==> src/rtl/core/tmcg_pkg.sv <==
`timescale 1ns / 1ps
// ----------------------------------------------------------------------------
// tmcg_pkg
// Shared types and constants of the text mode character generator.
// ----------------------------------------------------------------------------
package tmcg_pkg;

  localparam int MEM_ADDR_W  = 17;
  localparam int MEM_DATA_W  = 8;
  localparam int PIX_X_W     = 10;
  localparam int PIX_Y_W     = 9;
  localparam int COLOR_W     = 24;
  localparam int CFG_DATA_W  = 24;
  localparam int TEXT_BASE_W = 17;

  localparam int CELL_WIDTH   = 8;
  localparam int COL_W        = $clog2(CELL_WIDTH);
  localparam int GLYPH_STRIDE = 32;
  localparam int GLYPH_ROW_W  = $clog2(GLYPH_STRIDE);

  localparam logic [TEXT_BASE_W-1:0] TEXT_BASE_RESET = 17'h18000;
  localparam logic [COLOR_W-1:0]     LIT_RESET       = 24'hFFFFFF;
  localparam logic [COLOR_W-1:0]     DARK_RESET      = 24'h000000;

  typedef enum logic {
    OP_WRITE = 1'b0,
    OP_TICK  = 1'b1
  } opcode_e;

  typedef enum logic [1:0] {
    REG_TEXT_BASE  = 2'd0,
    REG_LIT_COLOR  = 2'd1,
    REG_DARK_COLOR = 2'd2
  } reg_idx_e;

  // pixel position and glyph lookup info carried down the pipeline
  typedef struct packed {
    logic [PIX_X_W-1:0]     x;
    logic [PIX_Y_W-1:0]     y;
    logic [COL_W-1:0]       col;
    logic [GLYPH_ROW_W-1:0] glyph_row;
    logic                   last;
  } tmcg_pix_t;

endpackage

==> src/rtl/core/tmcg_scan.sv <==
`timescale 1ns / 1ps
// ----------------------------------------------------------------------------
// tmcg_scan
// Raster position counters and character cell address generation.
// ----------------------------------------------------------------------------
module tmcg_scan import tmcg_pkg::*; #(
  parameter int VRAM_BYTES   = 131072,
  parameter int TEXT_COLUMNS = 80,
  parameter int TEXT_ROWS    = 25,
  parameter int GLYPH_ROWS   = 16,
  localparam int AW = $clog2(VRAM_BYTES)
) (
  input  logic          clk_i,
  input  logic          rst_ni,
  input  logic          advance_i,
  input  logic [AW-1:0] text_base_i,
  output logic [AW-1:0] char_addr_o,
  output tmcg_pix_t     pix_o
);

  localparam int FRAME_W = TEXT_COLUMNS * CELL_WIDTH;
  localparam int FRAME_H = TEXT_ROWS * GLYPH_ROWS;
  localparam int XW      = $clog2(FRAME_W);
  localparam int YW      = $clog2(FRAME_H);
  localparam int GW      = $clog2(GLYPH_ROWS);
  localparam int OW      = $clog2(TEXT_COLUMNS * TEXT_ROWS);
  localparam int SW      = AW + 1;

  logic [XW-1:0] x_q, x_d;
  logic [YW-1:0] y_q, y_d;
  logic [GW-1:0] g_q, g_d;
  logic [OW-1:0] off_q, off_d;

  logic          x_end, y_end, g_end;
  logic [SW-1:0] sum;

  assign x_end = (x_q == XW'(FRAME_W - 1));
  assign y_end = (y_q == YW'(FRAME_H - 1));
  assign g_end = (g_q == GW'(GLYPH_ROWS - 1));

  always_comb begin
    x_d   = x_q;
    y_d   = y_q;
    g_d   = g_q;
    off_d = off_q;
    if (advance_i) begin
      if (x_end) begin
        x_d = '0;
        if (y_end) begin
          y_d   = '0;
          g_d   = '0;
          off_d = '0;
        end else begin
          y_d = y_q + 1'b1;
          if (g_end) begin
            g_d   = '0;
            off_d = off_q + 1'b1;
          end else begin
            g_d   = g_q + 1'b1;
            off_d = off_q - OW'(TEXT_COLUMNS - 1);
          end
        end
      end else begin
        x_d = x_q + 1'b1;
        if (x_q[COL_W-1:0] == COL_W'(CELL_WIDTH - 1)) begin
          off_d = off_q + 1'b1;
        end
      end
    end
  end

  always_ff @(posedge clk_i or negedge rst_ni) begin
    if (!rst_ni) begin
      x_q   <= '0;
      y_q   <= '0;
      g_q   <= '0;
      off_q <= '0;
    end else begin
      x_q   <= x_d;
      y_q   <= y_d;
      g_q   <= g_d;
      off_q <= off_d;
    end
  end

  // two bytes per cell, base already reduced below memory size
  assign sum         = SW'({off_q, 1'b0}) + SW'(text_base_i);
  assign char_addr_o = (sum >= SW'(VRAM_BYTES)) ? AW'(sum - SW'(VRAM_BYTES)) : AW'(sum);

  assign pix_o.x         = PIX_X_W'(x_q);
  assign pix_o.y         = PIX_Y_W'(y_q);
  assign pix_o.col       = x_q[COL_W-1:0];
  assign pix_o.glyph_row = GLYPH_ROW_W'(g_q);
  assign pix_o.last      = x_end & y_end;

endmodule

==> config.mk <==
export PLATFORM = sky130hd
export DESIGN_NAME = tmcg_scan
export DESIGN_NICKNAME = d
export VERILOG_FILES = /design/src/rtl/core/tmcg_pkg.sv /design/src/rtl/core/tmcg_scan.sv
export SDC_FILE = /design/constraint.sdc
export NUM_CORES = 1
export LEC_CHECK = 0
export ABC_CLOCK_PERIOD_IN_PS = 2450
export BUFFER_PORTS_ARGS = -buffer_cell sky130_fd_sc_hd__buf_2
export CORE_AREA = 10 10 91 113
export CTS_BUF_LIST = sky130_fd_sc_hd__clkbuf_8
export CTS_CLUSTER_SIZE = 8
export DETAILED_ROUTE_END_ITERATION = 6
export DIE_AREA = 0 0 101 123
export GPL_TIMING_DRIVEN = 1
export SLEW_MARGIN = 20
export SYNTH_ARGS = -nofsm -noshare
export SYNTH_HDL_FRONTEND = slang
export SYNTH_SLANG_ARGS = --single-unit
==> constraint.sdc <==
create_clock -name clk_i -period 2.45 [get_ports clk_i]
set_input_delay 0.1225 -clock clk_i [delete_from_list [all_inputs] [get_ports clk_i]]
set_output_delay 0.1225 -clock clk_i [all_outputs]
set_load 0.02 [all_outputs]
* After elaboration in Yosys (flattened, before gate mapping)
Cells that the tools add are included.
** Storage, ports and cells
- Bits in registers :: 34
- Bits in latches :: 0
- Memory bits (writable) :: 0
- Bits in read-only memories :: 0
- Input port bits :: 20
- Output and inout bits :: 45
- Word-level logic and storage cells :: 29
- Memories kept :: 0
** Operators by class
- Add/sub/neg operators :: 7
- Multiply operators :: 0
- Div/mod/pow operators :: 0
- Order comparisons :: 1
- Equality and inequality tests :: 4
- Shift operators :: 0
- Multiplexer cells :: 9
- Bitwise gates (word level) :: 1
- Reduce and logical (&&, ||, !) cells :: 3
** Operators with widths (number)
- $mux 11 :: 4
- $add 12x17->18 :: 1
- $ge 18x18->1 const B :: 1
- $mux 17 :: 1
- $sub 17x1->17 const B :: 1
- $add 11x1->11 const B :: 1
- $sub 11x7->11 const B :: 1
- $add 10x1->10 const B :: 1
- $eq 10x10->1 const B :: 1
- $mux 10 :: 1
- $add 9x1->9 const B :: 1
- $eq 9x9->1 const B :: 1
- $mux 9 :: 1
- $mux 4 :: 2
- $add 4x1->4 const B :: 1
- $eq 4x4->1 const B :: 1
- $reduce_and 2->1 :: 2
- $eq 3x3->1 const B :: 1
- $reduce_bool 2->1 :: 1
- $and 1x1->1 :: 1

* Depth between registers and ports, before layout
Gate-level depths: netlist of run 1.
- Word-level depth :: 4
- Depth in mapped cells :: 8
- Mapped depth without buffers :: 8

* Worst setup path after synthesis of run 1
OpenSTA, ideal clock, no wires.
- Path type :: reg-to-reg
- Start :: register g_q[0]
- End :: register off_q[10]
- Setup time :: 0.064 ns
- Arrival time :: 2.256 ns
- Required time :: 2.386 ns
- Slack :: 0.130 ns
- Stages on the path, launching flop included :: 8
- Buffers on the path :: 1
- Clock period less this slack :: 2.320 ns
- Path through :: dfrtp_1 > ha_1 > and3_1 > buf_6 > or3_1 > or4_4 > a2111oi_4 > a21o_1
** On the way
- Longest elaborated chain between the ends :: 4
** Ends and longest elaborated chain
- from (decl) :: line tmcg_scan.sv:31 : logic [GW-1:0] g_q, g_d;
- from (signal assigned) :: line tmcg_scan.sv:81 : g_q <= g_d;
- $eq 4x4->1 :: line tmcg_scan.sv:39 : assign g_end = (g_q == GW'(GLYPH_ROWS - 1));
- $mux 11 :: line tmcg_scan.sv:55 : if (g_end) begin
- $mux 11 :: line tmcg_scan.sv:49 : if (y_end) begin
- $mux 11 :: line tmcg_scan.sv:47 : if (x_end) begin
- to (signal assigned) :: line tmcg_scan.sv:77 : off_q <= '0;
- to (signal assigned) :: line tmcg_scan.sv:82 : off_q <= off_d;
- to (decl) :: line tmcg_scan.sv:32 : logic [OW-1:0] off_q, off_d;
No other way between the ends.
A chain may end at the register's enable or synchronous reset.

* Worst setup path after layout of run 1
- Start :: register off_q[0]
- End :: output port char_addr_o[9]
** On the way
- Longest elaborated chain between the ends :: 3
- Elaborated cells between the ends (all ways) :: 4
- Classes of those cells :: 2 x add/sub; 1 x order compare; 1 x mux
** Ends and longest elaborated chain
- $add 12x17->18 (*) :: line tmcg_scan.sv:87 : assign sum = SW'({off_q, 1'b0}) + SW'(text_base_i);
- $sub 17x1->17 / $ge 18x18->1 (equally long branches) :: line tmcg_scan.sv:88 : assign char_addr_o = (sum >= SW'(VRAM_BYTES)) ? AW'(sum - SW'(VRAM_BYTES)) : AW'(sum);
- $mux 17 (*) :: line tmcg_scan.sv:88
- to (decl) :: line tmcg_scan.sv:17 : output logic [AW-1:0] char_addr_o,
Mark *: on every way between the ends. The rest lies on a longest branch, timed or not.

==> results.py, run 1 <==
metrics = {
    "route": {
        "drt-total-wl_um": 7640,
        "drt_iter0_drc": 224,
        "wl_per_cell_um": 15.5,
        "ant_nets": 0,
        "via_per_inst": 5.56,
        "first_pass_iters": 4,
        "drc": 0,
        "vias": 2748,
    },
    "global_route": {
        "grt_max_degree": 35,
        "grtUsageMet2": 0.206,
        "grt_pass1_wl_um": 12500,
        "grt-ovfl-total": 0,
        "busiest_layer": "met2",
        "first_global_vias": 2713,
        "track_usage": 0.120,
        "met3_usage": 0.0329,
        "antenna_found_initial": 0,
        "use_met1": 0.141,
    },
    "timing": {
        "fin_crit_sh": 1.02,
        "worst_slew_pin_slew_ns": 0.779,
        "slew_viol_final": 0,
        "slew_headroom": 0.481,
        "setup_violations": 2,
        "finalClockSkew_ns": 0.00316,
        "final_hold_viol_count": 0,
        "hold_slack_ns": 0.114,
        "min_period_ns": 2.50,
        "rsz0062_at_grt": "true",
        "fmax_ghz": 0.400,
        "finalWorstSetupSlack_ns": -0.0510,
    },
    "synthesis": {
        "yosys_warnings": 0,
        "synth-edff-count": 0,
        "synth.ff_latch_count": 34,
        "avgSynthCellArea_um2": 8.50,
        "synth_area_leaders": "dfrtp_1 31%, ha_1 7.2%, xnor2_1 4.7%",
        "syn_inst": 328,
        "yosysSeqAreaShare": 0.305,
        "synth_cell_types": 64,
        "synth_ff_type": "dfrtp_1",
        "synth_top_area_frac": 0.305,
        "synthesis.area_um2": 2790,
        "synth_nets": 365,
        "async_flop_share": 1.00,
        "synth_top_area_cell": "dfrtp_1",
    },
    "finish": {
        "final_common_cell": "buf_2",
        "syn_to_final_growth_pct": 23.0,
        "drive_above_1_share": 0.270,
        "diodes": 0,
        "fin_util": 0.423,
        "fin_cells": 494,
        "final_cell_mix": "57 x buf_2, 32 x dfrtp_1, 30 x nand2_1",
        "num-nets-final": 433,
    },
    "cts": {
        "cts_tree": "done",
        "clk_pin_slew_ns": 0.07,
        "cts_buffer_depth": 2,
        "root_buffer": "clkbuf_8",
        "cts_buffers": 5,
        "worstSkewPairLatency_ns": 0.29,
        "htreeDepth": 2,
        "cts_sinks": 34,
    },
    "setup_path": {
        "cp.required_ns": 2.33,
        "arrival_ns": 2.38,
        "crit_path_max_fanout": 3,
        "crit_type": "flip-flop to output pin",
        "start_kind": "flip-flop",
        "crit_path_end_kind": "output pin",
    },
    "floorplan": {
        "die-width_um": 101,
        "die_h_um": 123,
        "fp.dieArea_um2": 12400,
        "initial_core_util": 0.344,
        "core_area_um2": 8100,
        "core.rowCount": 37,
        "ios": 65,
    },
    "status": {
        "outcome": "finished with violations",
        "violations": "negative setup slack",
    },
    "job": {
        "maxCapViolCount": 0,
    },
    "min_path": {
        "hold_path.class": "input pin to flip-flop",
    },
    "place": {
        "place_inst": 483,
        "port_buffers": 61,
        "place_ws_ns": 0.160,
        "hpwl_um": 5960,
        "place_congestion": 0.855,
    },
    "power": {
        "ir_drop_uv": 420,
        "p_leak_nw": 1.57,
        "cellPowerDensity_nw_per_um2": 581,
    },
}
==> synthesized netlist by cell type (all sizes together), types with 4 or more instances <==
| library cell | n |
|---|---|
| and3 | 6 |
| a21o | 7 |
| o21ai | 20 |
| mux2i | 4 |
| a21oi | 20 |
| and4 | 4 |
| buf | 7 |
| nand4 | 10 |
| and2 | 4 |
| inv | 10 |
| clkbuf | 10 |
| nand3 | 23 |
| nor2 | 20 |
| dfrtp | 34 |
| nor4 | 5 |
| ha | 16 |
| nor3 | 11 |
| xor2 | 12 |
| xnor2 | 15 |
| nand2 | 30 |
==> per-layer routing <==
metal | part of all wire | wire (um)
met1 | 0.43 | 3270
met2 | 0.48 | 3690
met3 | 0.077 | 585
met4 | 0.012 | 91
met5 | 0 | 0
==> report_power, final <==
| part | switching, W | leakage [nW] | internal [W] |
|---|---|---|---|
| registers | 0.0000954 | 0.444 | 0.000625 |
| logic | 0.000463 | 1.07 | 0.000320 |
| clock network | 0.000208 | 0.0575 | 0.000284 |
| total | 0.000767 | 1.57 | 0.00123 |
==> flip-flops by register name (all words and copies together) (netlist names) <==
register  flops
g_q           4
x_q          10
y_q           9
off_q        11
==> path summary, 6_finish.rpt <==
check,from,to,cells after the start,slack (ns)
hold reg to reg,x_q[6],x_q[6],1,0.51
setup reg to reg,g_q[0],off_q[10],6,0.26
max in group asynchronous,rst_ni,off_q[3],2,1.46
hold / removal,advance_i,x_q[2],2,0.11
min in group asynchronous,rst_ni,y_q[0],2,0.45
setup / recovery,off_q[0],char_addr_o[9],9,-0.05
==> worst max-delay path, cell delays in order (launching register included) <==
cell	delay (ns)
dfrtp_1	0.41
ha_4	0.18
inv_2	0.05
fa_2	0.21
nor2b_2	0.05
o31a_1	0.31
o21a_1	0.21
o41a_1	0.34
xor2_1	0.16
buf_4	0.16
==> cells by family (layout without fill, tap and decap cells) <==
logic type / Yosys count / in the layout / synth area share
other cells: 1 / 1 / 0.00134
simple gates: 135 / 135 / 0.263
flops: 34 / 34 / 0.305
buf+inv: 27 / 96 / 0.0462
fa+ha+maj: 17 / 17 / 0.0790
xor+xnor: 27 / 27 / 0.0848
compound gates: 82 / 82 / 0.202
mux: 5 / 5 / 0.0184
==> layout make-up <==
cell class | instances | area [um2]
Fill cell | 824 | 4670
Multi-Input combinational cell | 267 | 1860
Sequential cell | 34 | 853
Timing Repair Buffer | 78 | 445
Tap cell | 97 | 121
Clock buffer | 8 | 110
Inverter | 10 | 40.0
==> metrics by stage <==
step                      power [W]  setup TNS (ns)  cell area, um2
after floorplan             0.00123               0            2790
after global placement      0.00146               0            3230
after detailed placement    0.00147               0            3230
after CTS                   0.00200         -0.0181            3380
after global routing        0.00214          -0.636            3430
final                       0.00199         -0.0725            3430
==> what timing repair did <==
item | CTS | global route
resized for setup | 7 | 14
hold endpoints to repair | 34 | 0
pin swaps | 1 | 6
gates cloned | 0 | 0
setup endpoints to repair | 8 | 10
setup buffers | 2 | 0
hold buffers | 1 | 0
No activity file was read; power rests on OpenSTA's default activity.
==> run 2, diff against run 1 <==
- ABC_AREA: default -> 1
- CORE_AREA: 10 10 91 113 -> 2 2 83 105
- DIE_AREA: 0 0 101 123 -> 0 0 85 107
==> run 2 against run 1 <==
- the run now ends clean
- core utilization fell by 1.3 points
- register-to-register slack better by 0.32 ns
- synthesized cell count up 16%
- total power grew 78%
- critical path depth grew 1
- clock power is 28% higher
- area after synthesis fell by 0.94%
- clock-buffer cell count is 3 lower
- first-iteration DRC count down 53%
- sequential power rose by 28%
- clock skew rose by 0.0020 ns
- wire length decreased by 13%
- critical path type unchanged
==> results.py, run 2 <==
metrics = {
    "status": {
        "outcome": "finished clean",
    },
    "synthesis": {
        "async_flop_share": 1.00,
        "synth_ff_type": "dfrtp_1",
        "synth_area_leaders": "dfrtp_1 31%, nand2_1 11%, ha_1 7.2%",
        "synth_nets": 417,
        "synth.ff_latch_count": 34,
        "synth_top_area_frac": 0.308,
        "avgSynthCellArea_um2": 7.27,
        "synth-edff-count": 0,
        "synthesis.area_um2": 2760,
        "synth_top_area_cell": "dfrtp_1",
        "synth.top_cells.by_count": "83 x nand2_1, 43 x inv_1, 38 x nand3_1, 34 x dfrtp_1, 28 x nor2_1",
        "synth_cell_types": 36,
        "synth.most_common_cell": "nand2_1",
        "yosys_warnings": 0,
        "syn_inst": 380,
        "yosysSeqAreaShare": 0.308,
    },
    "global_route": {
        "grt_max_degree": 35,
        "first_global_vias": 2489,
        "antenna_found_initial": 0,
        "track_usage": 0.147,
        "grt-ovfl-total": 0,
        "grt_pass1_wl_um": 11100,
    },
    "finish": {
        "fin_area_um2": 3330,
        "reg_top3": "off_q (11), x_q (10), y_q (9)",
        "fin_cells": 541,
        "largest-register": "off_q",
        "largest_reg_flops": 11,
        "final_cell_mix": "82 x nand2_1, 61 x buf_2, 43 x inv_1",
        "num-nets-final": 480,
        "final_common_cell": "nand2_1",
        "drive_above_1_share": 0.239,
        "fin_util": 0.411,
        "diodes": 0,
        "syn_to_final_growth_pct": 20.4,
    },
    "floorplan": {
        "fp.dieArea_um2": 9100,
        "die_h_um": 107,
        "die-width_um": 85,
        "initial_core_util": 0.341,
        "ios": 65,
        "core.rowCount": 37,
        "core_area_um2": 8100,
    },
    "min_path": {
        "worst_hold_path.endpoint": "x_q[1]",
        "min_from": "advance_i",
        "hold_path_depth": 3,
        "hold_path.class": "input pin to flip-flop",
    },
    "place": {
        "dpl-instance-area_um2": 3140,
        "hpwl_um": 5220,
        "place_congestion": 0.864,
        "port_buffers": 61,
        "place_inst": 532,
    },
    "cts": {
        "root_buffer": "clkbuf_8",
        "cts_buffer_depth": 2,
        "cts_buffers": 5,
        "htreeDepth": 2,
        "cts_sinks": 34,
        "worstSkewPairLatency_ns": 0.29,
        "cts_tree": "done",
        "clk_pin_slew_ns": 0.08,
    },
    "power": {
        "cellPowerDensity_nw_per_um2": 1070,
        "power_w": 0.00356,
        "ir_drop_uv": 675,
        "p_leak_nw": 1.69,
    },
    "setup_path": {
        "regToRegSetupSlack_ns": 0.58,
        "start_kind": "flip-flop",
        "crit-reg2reg-capture": "off_q[8]",
        "cp.required_ns": 2.33,
        "crit_path_end_kind": "output pin",
        "crit_path_max_fanout": 7,
        "crit_type": "flip-flop to output pin",
        "r2r_start": "x_q[1]",
        "arrival_ns": 2.07,
        "r2r_cells": 10,
    },
    "timing": {
        "setup_violations": 0,
        "worst_slew_pin_slew_ns": 0.772,
        "final_hold_viol_count": 0,
        "slew_viol_final": 0,
        "min_period_ns": 2.19,
        "fin_crit_sh": 0.896,
        "finalClockSkew_ns": 0.00512,
        "rsz0062_at_grt": "false",
        "slew_headroom": 0.485,
        "fin_tns_setup_ns": 0,
        "fmax_ghz": 0.456,
    },
    "route": {
        "vias": 2658,
        "drt-total-wl_um": 6630,
        "drc": 0,
        "via_per_inst": 4.91,
        "drt_iter0_drc": 105,
        "wl_per_cell_um": 12.2,
        "first_pass_iters": 6,
        "ant_nets": 0,
    },
    "job": {
        "maxCapViolCount": 0,
    },
}
==> run 2: worst max-delay path by stage <==
stage / startpoint / slack [ns] / end / depth (start not counted)
after global routing: off_q[6] / 0.02 / char_addr_o[14] / 10
after detailed placement: off_q[0] / 0.46 / char_addr_o[15] / 10
after floorplan: off_q[0] / 0.47 / char_addr_o[13] / 7
after global placement: off_q[0] / 0.53 / char_addr_o[15] / 10
after CTS: off_q[2] / 0.13 / char_addr_o[14] / 11
final: off_q[6] / 0.26 / char_addr_o[14] / 10
==> run 2: cell families (layout without fill, tap and decap cells) <==
family	after synthesis	in the layout	share of synthesized area
and+or+nand+nor	190	190	0.327
buffers and inverters	58	122	0.0897
AOI/OAI and AO/OA	56	56	0.118
DFF	34	34	0.308
xor gates and xnor gates	24	24	0.0761
adders and majority gates	17	17	0.0797
other	1	1	0.00136
==> run 2: worst max-delay path, cell delays in order, from the launching register on <==
cell,delay (ns)
dfrtp_2,0.45
ha_1,0.35
a21o_1,0.21
a21oi_1,0.17
nand2_2,0.11
nand2_1,0.07
nand2_1,0.09
nand3_1,0.08
nand2_1,0.05
nand2_1,0.05
buf_2,0.16
==> run 2: metal layers <==
layer	up-vias	global-route usage	part of all wire
met1	1196	0.185	0.45
met3	7	0.0216	0.045
met2	61	0.265	0.50
met5	-	0	0
met4	0	0.0306	0.010
li1	1394	-	-
==> run 2: metrics by stage <==
stage | hold WS (ns) | setup slack, ns
after floorplan | -0.173 | 0.471
after global placement | 0.245 | 0.529
after detailed placement | 0.245 | 0.461
after CTS | 0.189 | 0.134
after global routing | 0.206 | 0.0242
final | 0.191 | 0.256
==> run 2: timing repair <==
item | in CTS | in global routing
endpoints found under the setup margin | 0 | 4
hold buffers | 1 | 0
buffers inserted | 0 | 0
gates resized for setup | 0 | 10
hold endpoints to repair | 34 | 0
==> run 2: power by group <==
part           internal, W  switching (W)  total [W]
Combinational     0.000739        0.00126    0.00200
Sequential        0.000703       0.000218   0.000921
Clock             0.000408       0.000223   0.000631
==> run 2: final cells by class <==
type | count | area [um2]
Clock inverter | 3 | 68.8
Tap cell | 97 | 121
Sequential cell | 34 | 855
Inverter | 50 | 188
Timing Repair Buffer | 64 | 330
Multi-Input combinational cell | 288 | 1700
Fill cell | 850 | 4770
Clock buffer | 5 | 68.8
==> run 3, diff against run 2 <==
- CORE_AREA: 2 2 83 105 -> 2 2 118 74
- DIE_AREA: 0 0 85 107 -> 0 0 120 76
- SETUP_SLACK_MARGIN: default -> 0.4
==> run 3 against run 2 <==
- cell count increased by 7.0%
- register-to-register slack about the same
- combinational power increased by 35%
- die area increased by 0.27%
- critical path type unchanged
==> results.py, run 3 (synthesis gave the netlist of run 2 again) <==
metrics = {
    "finish": {
        "regArea_um2": 860,
        "fin_area_um2": 3700,
        "fillers": 806,
        "final_cell_mix": "75 x nand2_1, 51 x buf_2, 43 x inv_1",
        "largest_reg_flops": 11,
        "multi_input_area_um2": 1890,
        "diodes": 0,
        "final_common_cell": "nand2_1",
        "num-nets-final": 503,
        "reg_top3": "off_q (11), x_q (10), y_q (9)",
        "drive_above_1_share": 0.336,
        "largest-register": "off_q",
        "fin_util": 0.454,
        "syn_to_final_growth_pct": 34.1,
    },
    "timing": {
        "finalClockSkew_ns": 0.00447,
        "fin_crit_sh": 0.889,
        "finalWorstSetupSlack_ns": 0.272,
        "min_period_ns": 2.18,
        "slew_viol_final": 0,
        "worst_slew_pin_slew_ns": 0.821,
        "fmax_ghz": 0.459,
        "fin_tns_setup_ns": 0,
        "rsz0062_at_grt": "true",
        "final_hold_viol_count": 0,
        "slew_headroom": 0.453,
        "setup_violations": 0,
    },
    "route": {
        "wl_per_cell_um": 13.2,
        "first_pass_iters": 5,
        "drt-total-wl_um": 7660,
        "drt_iter0_drc": 184,
        "ant_nets": 0,
        "via_per_inst": 4.98,
        "drc": 0,
        "vias": 2885,
    },
    "setup_path": {
        "cp.required_ns": 2.33,
        "crit_path_max_fanout": 3,
        "crit_path_end_kind": "output pin",
        "crit_type": "flip-flop to output pin",
        "arrival_ns": 2.06,
        "start_kind": "flip-flop",
    },
    "floorplan": {
        "core_area_um2": 8170,
        "fp.dieArea_um2": 9120,
        "die-width_um": 120,
        "die_h_um": 76,
        "ios": 65,
        "core.rowCount": 26,
        "initial_core_util": 0.338,
    },
    "power": {
        "ir_drop_uv": 718,
        "p_leak_nw": 1.82,
        "power_w": 0.00403,
        "cellPowerDensity_nw_per_um2": 1090,
    },
    "place": {
        "hpwl_um": 5500,
        "place_ws_ns": 0.283,
        "port_buffers": 61,
        "dpl-instance-area_um2": 3160,
        "place_congestion": 0.887,
    },
    "job": {
        "maxCapViolCount": 0,
    },
    "cts": {
        "worstSkewPairLatency_ns": 0.29,
        "htreeDepth": 2,
        "cts_tree": "done",
        "cts_buffer_depth": 2,
        "root_buffer": "clkbuf_8",
        "cts_buffers": 5,
        "cts_sinks": 34,
        "clk_pin_slew_ns": 0.08,
    },
    "global_route": {
        "first_global_vias": 2605,
        "grtUsageMet2": 0.249,
        "grt_max_degree": 35,
        "antenna_found_initial": 0,
        "grt_pass1_wl_um": 12700,
        "grt-ovfl-total": 0,
        "busiest_layer": "met1",
        "met3_usage": 0.0329,
        "track_usage": 0.169,
        "use_met1": 0.257,
    },
    "min_path": {
        "hold_path.class": "input pin to flip-flop",
    },
    "status": {
        "outcome": "finished clean",
    },
}
-- run 3: changes by cell type in the layout (fill, tap and decap cells not counted), moves of 6 or more --
cell     before  now
nand2_1      82   75
nand2_2       2    8
buf_2        61   51
buf_4         2   32
ha_4          1   10
ha_1         14    5
-- run 3: layout make-up --
type                    count  share of cell area
repair buffers             87               0.146
clock buffers               6              0.0223
inverters                  50              0.0507
well taps                 112              0.0378
clock inverters             2             0.00236
flip-flops and latches     34               0.232
multi-input cells         288               0.509
-- run 3: critical path, stage by stage, from the launching register on --
cell,delay (ns)
dfrtp_1,0.37
ha_2,0.20
inv_2,0.05
fa_2,0.38
o21ai_4,0.19
nand4_1,0.14
nand3_2,0.13
nand3_2,0.06
nand2_1,0.06
nand2_1,0.06
buf_6,0.13
-- run 3: stage by stage --
step,hold WS [ns],cells
after detailed placement,0.245,546
after floorplan,-0.173,380
after global placement,0.245,546
after global routing,0.198,579
after CTS,0.177,569
final,0.179,579
-- run 3: layer usage --
layer	vias to the layer above	wire length, um	share of wire
li1	1433	-	-
met1	1359	4010	0.52
met2	85	3210	0.42
met3	8	370	0.048
met4	0	61	0.0080
met5	-	0	0
-- run 3: timing repair --
action,4_1_cts,5_1_grt
setup endpoints to repair,12,13
resized for setup,34,24
hold buffers,1,0
hold endpoints to repair,34,0
buffers inserted,14,10
pin swaps,10,14
-- run 3: worst paths after layout --
| path | to | start | cells past startpoint | slack [ns] |
|---|---|---|---|---|
| min | x_q[2] | advance_i | 3 | 0.18 |
| min reg2reg | x_q[6] | x_q[6] | 1 | 0.49 |
| max reg2reg | off_q[8] | off_q[0] | 12 | 0.59 |
| max | char_addr_o[15] | off_q[0] | 10 | 0.27 |
| min in group asynchronous | x_q[0] | rst_ni | 2 | 0.46 |
| max in group asynchronous | off_q[5] | rst_ni | 2 | 1.42 |
-- run 3: power breakdown --
group	internal, W	total (W)	switching (W)
sequential	0.000710	0.000884	0.000174
combinational	0.00116	0.00269	0.00153
clock	0.000223	0.000450	0.000227
total	0.00209	0.00403	0.00193
